## config.mk

```make
export PLATFORM = sky130hd
export DESIGN_NAME = dsc_series_track
export DESIGN_NICKNAME = d
export VERILOG_FILES = /design/src/rtl/dsc_pkg.sv /design/src/rtl/dsc_series_track.sv
export SDC_FILE = /design/constraint.sdc
export NUM_CORES = 1
export LEC_CHECK = 0
export CORE_MARGIN = 2
export CORE_UTILIZATION = 54
export DETAILED_ROUTE_END_ITERATION = 7
export DONT_BUFFER_PORTS = 1
export PLACE_DENSITY_LB_ADDON = 0.1
export SLEW_MARGIN = 20
export SYNTH_ARGS = -nofsm -noshare
export SYNTH_HDL_FRONTEND = slang
export SYNTH_SLANG_ARGS = --single-unit
```

## constraint.sdc

```tcl
create_clock -name clk -period 17.3 [get_ports clk]
set_input_delay 0 -clock clk [delete_from_list [all_inputs] [get_ports clk]]
set_output_delay 0 -clock clk [all_outputs]
set_load 0.1 [all_outputs]
```

## src/rtl/dsc_pkg.sv

```systemverilog
package dsc_pkg;

  localparam int unsigned DAY_W = 23;
  localparam int unsigned GAP_W = 22;
  localparam int unsigned CNT_W = 10;
  localparam int unsigned CFG_W = 22;
  localparam int unsigned DOY_W = 9;
  localparam int unsigned YOE_W = 9;
  localparam int unsigned YY_W  = 15;  // signed, year -1 .. 9999
  localparam int unsigned DOE_W = 18;

  localparam logic [7:0] HYPHEN   = 8'h2D;
  localparam logic [7:0] DIGIT_LO = 8'h30;
  localparam logic [7:0] DIGIT_HI = 8'h39;

  localparam logic [CNT_W-1:0] COUNT_MAX = {CNT_W{1'b1}};
  localparam logic [GAP_W-1:0] GAP_MAX   = {GAP_W{1'b1}};

  // Four-digit years give eras 0 .. 24 (plus -1 for year -1).
  localparam int unsigned ERA_MAX       = 24;
  localparam int unsigned ERA_W         = $clog2(ERA_MAX + 1);
  localparam int unsigned YEARS_PER_ERA = 400;
  localparam int unsigned DAYS_PER_ERA  = 146097;
  localparam int unsigned EPOCH_SHIFT   = 719468;

  // Stream layout.
  localparam int unsigned IN_TDATA_W  = 80;
  localparam int unsigned IN_TUSER_W  = 3;
  localparam int unsigned OUT_TDATA_W = 64;
  localparam int unsigned OUT_TUSER_W = 1;

  localparam int unsigned OUT_DAY_LSB     = 0;
  localparam int unsigned OUT_SHORT_BIT   = 23;
  localparam int unsigned OUT_VERDICT_LSB = 24;
  localparam int unsigned OUT_GAP_LSB     = 27;
  localparam int unsigned OUT_COUNT_LSB   = 49;

  typedef enum logic [0:0] {
    CFG_MIN_SCENE_COUNT = 1'b0,
    CFG_MAX_GAP_LIMIT   = 1'b1
  } cfg_index_t;

  typedef enum logic [2:0] {
    VERDICT_OK          = 3'd0,
    VERDICT_NO_DATES    = 3'd1,
    VERDICT_TRUNCATED   = 3'd2,
    VERDICT_UNPARSEABLE = 3'd3,
    VERDICT_ORDER       = 3'd4,
    VERDICT_GAP         = 3'd5
  } verdict_t;

  typedef struct packed {
    logic [CNT_W-1:0] min_scene_count;
    logic [GAP_W-1:0] max_gap_limit;
  } cfg_t;

  typedef struct packed {
    logic        empty_series;
    logic        short_text;
    logic [31:0] year_chars;
    logic [7:0]  first_separator;
    logic [15:0] month_chars;
    logic [7:0]  second_separator;
    logic [15:0] day_chars;
    logic        last_date;
    logic        provider_truncated;
  } raw_item_t;

  typedef struct packed {
    logic             empty;
    logic             last;
    logic             truncated;
    logic             valid;
    logic [YY_W-1:0]  yy;     // two's complement
    logic [DOY_W-1:0] doy;
  } parsed_t;

  typedef struct packed {
    logic             empty;
    logic             last;
    logic             truncated;
    logic             valid;
    logic [ERA_W:0]   era;    // two's complement
    logic [YOE_W-1:0] yoe;
    logic [DOY_W-1:0] doy;
  } split_t;

  typedef struct packed {
    logic             empty;
    logic             last;
    logic             truncated;
    logic             valid;
    logic [DAY_W-1:0] day;    // two's complement
  } dated_t;

  typedef struct packed {
    logic [DAY_W-1:0] day_number;
    logic             date_valid;
    logic             series_done;
    logic             scenes_short;
    verdict_t         series_verdict;
    logic [GAP_W-1:0] gap_found;
    logic [CNT_W-1:0] dates_seen;
  } result_t;

  function automatic logic is_digit(input logic [7:0] c);
    return (c >= DIGIT_LO) && (c <= DIGIT_HI);
  endfunction

  // First day of each month in a year that starts in March.
  function automatic logic [DOY_W-1:0] month_start(input logic [3:0] mp);
    logic [DOY_W-1:0] s;
    case (mp)
      4'd0:    s = 9'd0;
      4'd1:    s = 9'd31;
      4'd2:    s = 9'd61;
      4'd3:    s = 9'd92;
      4'd4:    s = 9'd122;
      4'd5:    s = 9'd153;
      4'd6:    s = 9'd184;
      4'd7:    s = 9'd214;
      4'd8:    s = 9'd245;
      4'd9:    s = 9'd275;
      4'd10:   s = 9'd306;
      4'd11:   s = 9'd337;
      default: s = 9'd0;
    endcase
    return s;
  endfunction

endpackage

```

## src/rtl/dsc_series_track.sv

```systemverilog
module dsc_series_track
  import dsc_pkg::*;
#(
  parameter int unsigned MAX_DATES = 512
) (
  input  logic    clk,
  input  logic    rst_n,
  input  cfg_t    cfg,
  input  logic    up_valid,
  output logic    up_ready,
  input  dated_t  up_item,
  output logic    dn_valid,
  input  logic    dn_ready,
  output result_t dn_item
);

  localparam logic [CNT_W-1:0] MAX_DATES_C = CNT_W'(MAX_DATES);

  logic             out_v_r, out_v_nxt, load;
  result_t          out_r, out_nxt;

  logic [DAY_W-1:0] prev_day_r, prev_day_nxt;
  logic [GAP_W-1:0] gap_r, gap_nxt;
  logic [CNT_W-1:0] count_r, count_nxt;
  logic             order_ok_r, order_ok_nxt;
  logic             parse_ok_r, parse_ok_nxt;
  logic             have_prev_r, have_prev_nxt;

  logic             is_date, done;
  logic [CNT_W-1:0] cnt;
  logic [GAP_W-1:0] gap_upd, gap_sat;
  logic             order_upd, parse_upd;
  logic signed [DAY_W:0] diff;

  assign up_ready  = !out_v_r || dn_ready;
  assign load      = up_ready && up_valid;
  assign out_v_nxt = up_ready ? up_valid : out_v_r;

  assign is_date = !up_item.empty;
  assign done    = up_item.empty || up_item.last;
  assign cnt     = (is_date && (count_r != COUNT_MAX)) ? count_r + 1'b1 : count_r;

  assign diff = $signed({up_item.day[DAY_W-1], up_item.day})
              - $signed({prev_day_r[DAY_W-1], prev_day_r});
  assign gap_sat = (diff[DAY_W-1:GAP_W] != '0) ? GAP_MAX : diff[GAP_W-1:0];

  // Order and gap are judged only between valid dates.
  always_comb begin
    gap_upd   = gap_r;
    order_upd = order_ok_r;
    parse_upd = parse_ok_r;
    if (is_date) begin
      if (!up_item.valid) begin
        parse_upd = 1'b0;
      end else if (have_prev_r) begin
        if (diff[DAY_W]) begin
          order_upd = 1'b0;
        end else if (gap_sat > gap_r) begin
          gap_upd = gap_sat;
        end
      end
    end
  end

  always_comb begin
    out_nxt.day_number     = up_item.day;
    out_nxt.date_valid     = up_item.valid;
    out_nxt.series_done    = done;
    out_nxt.scenes_short   = 1'b0;
    out_nxt.series_verdict = VERDICT_OK;
    out_nxt.gap_found      = gap_upd;
    out_nxt.dates_seen     = cnt;
    if (done) begin
      if (cnt == '0) begin
        out_nxt.series_verdict = VERDICT_NO_DATES;
      end else begin
        out_nxt.scenes_short = (cfg.min_scene_count != '0) && (cnt < cfg.min_scene_count);
        if (up_item.truncated || (cnt > MAX_DATES_C)) begin
          out_nxt.series_verdict = VERDICT_TRUNCATED;
        end else if (!parse_upd) begin
          out_nxt.series_verdict = VERDICT_UNPARSEABLE;
        end else if (!order_upd) begin
          out_nxt.series_verdict = VERDICT_ORDER;
        end else if ((cfg.max_gap_limit != '0) && (cnt >= 10'd2)
                     && (gap_upd > cfg.max_gap_limit)) begin
          out_nxt.series_verdict = VERDICT_GAP;
        end
      end
    end
  end

  always_comb begin
    prev_day_nxt  = prev_day_r;
    gap_nxt       = gap_r;
    count_nxt     = count_r;
    order_ok_nxt  = order_ok_r;
    parse_ok_nxt  = parse_ok_r;
    have_prev_nxt = have_prev_r;
    if (load) begin
      if (done) begin
        prev_day_nxt  = '0;
        gap_nxt       = '0;
        count_nxt     = '0;
        order_ok_nxt  = 1'b1;
        parse_ok_nxt  = 1'b1;
        have_prev_nxt = 1'b0;
      end else begin
        gap_nxt      = gap_upd;
        count_nxt    = cnt;
        order_ok_nxt = order_upd;
        parse_ok_nxt = parse_upd;
        if (up_item.valid) begin
          prev_day_nxt  = up_item.day;
          have_prev_nxt = 1'b1;
        end
      end
    end
  end

  always_ff @(posedge clk) begin
    if (!rst_n) begin
      out_v_r     <= 1'b0;
      prev_day_r  <= '0;
      gap_r       <= '0;
      count_r     <= '0;
      order_ok_r  <= 1'b1;
      parse_ok_r  <= 1'b1;
      have_prev_r <= 1'b0;
    end else begin
      out_v_r     <= out_v_nxt;
      prev_day_r  <= prev_day_nxt;
      gap_r       <= gap_nxt;
      count_r     <= count_nxt;
      order_ok_r  <= order_ok_nxt;
      parse_ok_r  <= parse_ok_nxt;
      have_prev_r <= have_prev_nxt;
    end
  end

  always_ff @(posedge clk) begin
    if (load) begin
      out_r <= out_nxt;
    end
  end

  assign dn_valid = out_v_r;
  assign dn_item  = out_r;

endmodule

```

==> impl_metrics.ini <==
[run_status]
outcome = complete, no violations

[logic_synthesis]
yosys.area_share.xor_xnor_pct = 3.16
synth_edf_count = 61
syn-cell-area_mm2 = 0.00744
async_flop_share_pct = 0
synth_area_leaders = edfxtp_1, dfxtp_1, ha_1
synth-compound-area-share_pct = 20.2
avgSynthCellArea_um2 = 9.57
synthSimpleGateAreaFrac_pct = 15.2
synthAdderAreaFrac_pct = 13.2
syn-instance-count = 777
synth_seq_cells = 120
synthMuxAreaShare_pct = 0.892
synthFlopType = edfxtp_1
synth_top_cell_by_area = edfxtp_1
yosysTopAreaCellShare_pct = 24.6
syn_nets = 918
synth.most_common_cell = inv_1
yosysUniqueCellTypes = 67
yosysWarnings = 0
synth_top_family_by_area = compound AO/OA/AOI/OAI gates
synth_common_cells = inv_1, ha_1, edfxtp_1, dfxtp_1
ys_seq_area_share_pct = 40.5

[power]
p_leak_nw = 3.27
power_density_mw_per_mm2 = 95.7
ir_worst_vdd_mv = 0.0638

[sta]
post-route-period-util_pct = 42.1
slew_headroom_pct = 29.1
layout_min_cycle_time_ns = 7.28
fmax_ghz = 0.137
timing.setup.tns_ns = 0
final-hold-violation-count = 0
drv_slew = 0
setup_slack_ns = 10.02
rsz0062_at_grt = false
setup_viol = 0
skew_ns = 0.00905
worstMarginPinSlew_ns = 1.06

[global_route]
grt_max_degree = 71
grt_usage_pct = 25.3
antenna_found_initial = 0
grt_pass1_wl_um = 29100
globalRouteOverflowTotal = 0
grt_pass1_vias = 5836

[place]
place_area_mm2 = 0.00751
gp_congestion = 0.921
portBuffers = 0
dpl.hpwl_um = 13000
pre_cts_ws_ns = 10.11

[worst_setup_path]
criticalPathCategory = reg2reg
required_ns = 17.46
critPathMaxStageDelay_ns = 0.59
r2r_cells = 27
path_max_fanout = 37
cp_top_family = compound AO/OA/AOI/OAI gates
crit_path_frequent_cell = ha_1
end_kind = flip-flop
start_kind = flip-flop
crit_slowest_cell = o311a_1
crit_buf_inv = 2
cp_data_arrival_time_ns = 7.44
cp.depth = 27

[clock_tree]
cts_buffers = 17
cts-root-buf = clkbuf_16
htree_levels = 4
clk_pin_slew_ns = 0.05
cts_sinks = 120
clock_latency_ns = 0.41
cts_tree = done
cts_max_path_buffers = 2

[cells_and_area]
n_antenna_cell = 0
post-route-util_pct = 62.8
nets = 939
fin_area_mm2 = 0.00838
syn_to_final_growth_pct = 12.7
drive_above_1_share_pct = 6.17

[detailed_routing]
wl_um = 18100
routed-via-count = 5972
final_antenna_net_count = 0
routedWlPerCell_um = 18.4
vias_per_cell = 6.05
drc_errors = 0
first_iter_violations = 417
first_pass_iters = 5

[die]
initial_core_util_pct = 55.7
core_area_mm2 = 0.0133
die_area_mm2 = 0.0147
dieWidth_um = 121
die_h_um = 121
num_rows = 42
ios = 126

[hold_path]
hp-class = in2reg
holdPathStages = 3

[run]
drv_cap = 0
## layout make-up
type	instances	area [µm²]
Tap cell	176	220
Timing Repair Buffer	33	333
Clock inverter	8	68.8
Inverter	90	338
Fill cell	1132	4970
Clock buffer	24	493
Sequential cell	120	3010
Multi-Input combinational cell	536	3920
## path summary, 6_finish.rpt
| path | start | endpoint | slack (ns) |
|---|---|---|---|
| worst max-delay path | prev_day_r[0]$_SDFFE_PN0P_ | dn_item[32]$_SDFFCE_PP0P_ | 10.02 |
| worst min-delay path | up_item[26] | dn_item[8]$_DFFE_PP_ | 0.03 |
| worst max register to register | prev_day_r[0]$_SDFFE_PN0P_ | dn_item[32]$_SDFFCE_PP0P_ | 10.02 |
| worst min register to register | gap_r[5]$_SDFFE_PN0P_ | gap_r[5]$_SDFFE_PN0P_ | 0.49 |
## kinds of logic after synthesis
| family | count (synthesis) |
|---|---|
| fa+ha+maj | 78 |
| mux | 6 |
| buf+inv | 121 |
| flops | 120 |
| xor+xnor | 26 |
| simple gates | 220 |
| compound gates | 206 |
## timing repair
| action | in CTS | in global routing |
|---|---|---|
| hold endpoints to repair | 87 | 0 |
| buffers inserted | 0 | 0 |
| hold buffers | 30 | 0 |
| resized for setup | 0 | 0 |
## worst register-to-register path: stages, from the launching register on
cell and delay, ns:
dfxtp_1 0.33, ha_1 0.16, inv_1 0.05, fa_1 0.43, a211o_1 0.32, a21oi_1 0.27
o211ai_2 0.16, a31o_2 0.30, a2bb2oi_1 0.17, nand2_2 0.49, nand2_1 0.17, ha_1 0.37
nand4_1 0.15, nor2_1 0.18, nand2_1 0.09, nor3_1 0.25, a221o_1 0.19, o311a_1 0.59
buf_4 0.40, mux2_2 0.40, ha_1 0.31, a21o_1 0.19, a21o_1 0.17, a211oi_1 0.26
o221ai_1 0.17, nand4b_1 0.16, nor2_1 0.06, o31a_1 0.24
## power by group
| group | total, W | switching, W | internal (W) |
|---|---|---|---|
| Clock | 0.000333 | 0.000121 | 0.000212 |
| Combinational | 0.0000982 | 0.0000615 | 0.0000367 |
| Sequential | 0.000371 | 0.0000608 | 0.000310 |
| Total | 0.000802 | 0.000243 | 0.000558 |
## placed cells by master (no fill, tap or decap), types with 7 or more instances in the layout
| cell type | Yosys | layout |
|---|---|---|
| nor4_1 | 9 | 9 |
| nand2_1 | 49 | 49 |
| edfxtp_1 | 61 | 61 |
| a22oi_1 | 32 | 32 |
| nand3_1 | 18 | 18 |
| nor3_1 | 10 | 10 |
| a211oi_1 | 7 | 7 |
| dfxtp_1 | 59 | 59 |
| nand4_1 | 16 | 16 |
| a31oi_1 | 20 | 20 |
| ha_1 | 77 | 77 |
| dlygate4sd3_1 | 0 | 29 |
| a21oi_1 | 40 | 40 |
| nor2_1 | 49 | 49 |
| a32o_1 | 22 | 22 |
| inv_1 | 90 | 89 |
| o21a_1 | 7 | 7 |
| xnor2_1 | 15 | 15 |
| clkbuf_16 | 0 | 18 |
| nor2b_1 | 39 | 39 |
| o21ai_0 | 18 | 18 |
| a21o_1 | 18 | 18 |
| xor2_1 | 10 | 10 |
## per-layer routing
| metal | vias to the layer above | global-route usage [%] | wire (µm) |
|---|---|---|---|
| met1 | 2799 | 32.9 | 8080 |
| li1 | 2911 | - | - |
| met4 | 0 | 9.63 | 311 |
| met5 | - | 0 | 0 |
| met2 | 234 | 40.5 | 8350 |
| met3 | 28 | 6.58 | 1400 |
## stage by stage
step / hold WS (ns) / power [W] / std cells
6_report: 0.0284 / 0.000802 / 987
4_1_cts: 0.0175 / 0.000807 / 987
3_3_place_gp: 0.0789 / 0.000462 / 925
5_1_grt: 0.0502 / 0.000833 / 987
2_1_floorplan: 0.0989 / 0.000445 / 777
3_5_place_dp: 0.0900 / 0.000464 / 925
## sequential cells by signal, indices dropped and copies added, names as in the netlist
signal and cells:
count_r 10, dn_item 61, dn_valid 1, gap_r 22, have_prev_r 1, order_ok_r 1, parse_ok_r 1, prev_day_r 23
Note: power is estimated with default switching activity, not from simulation.
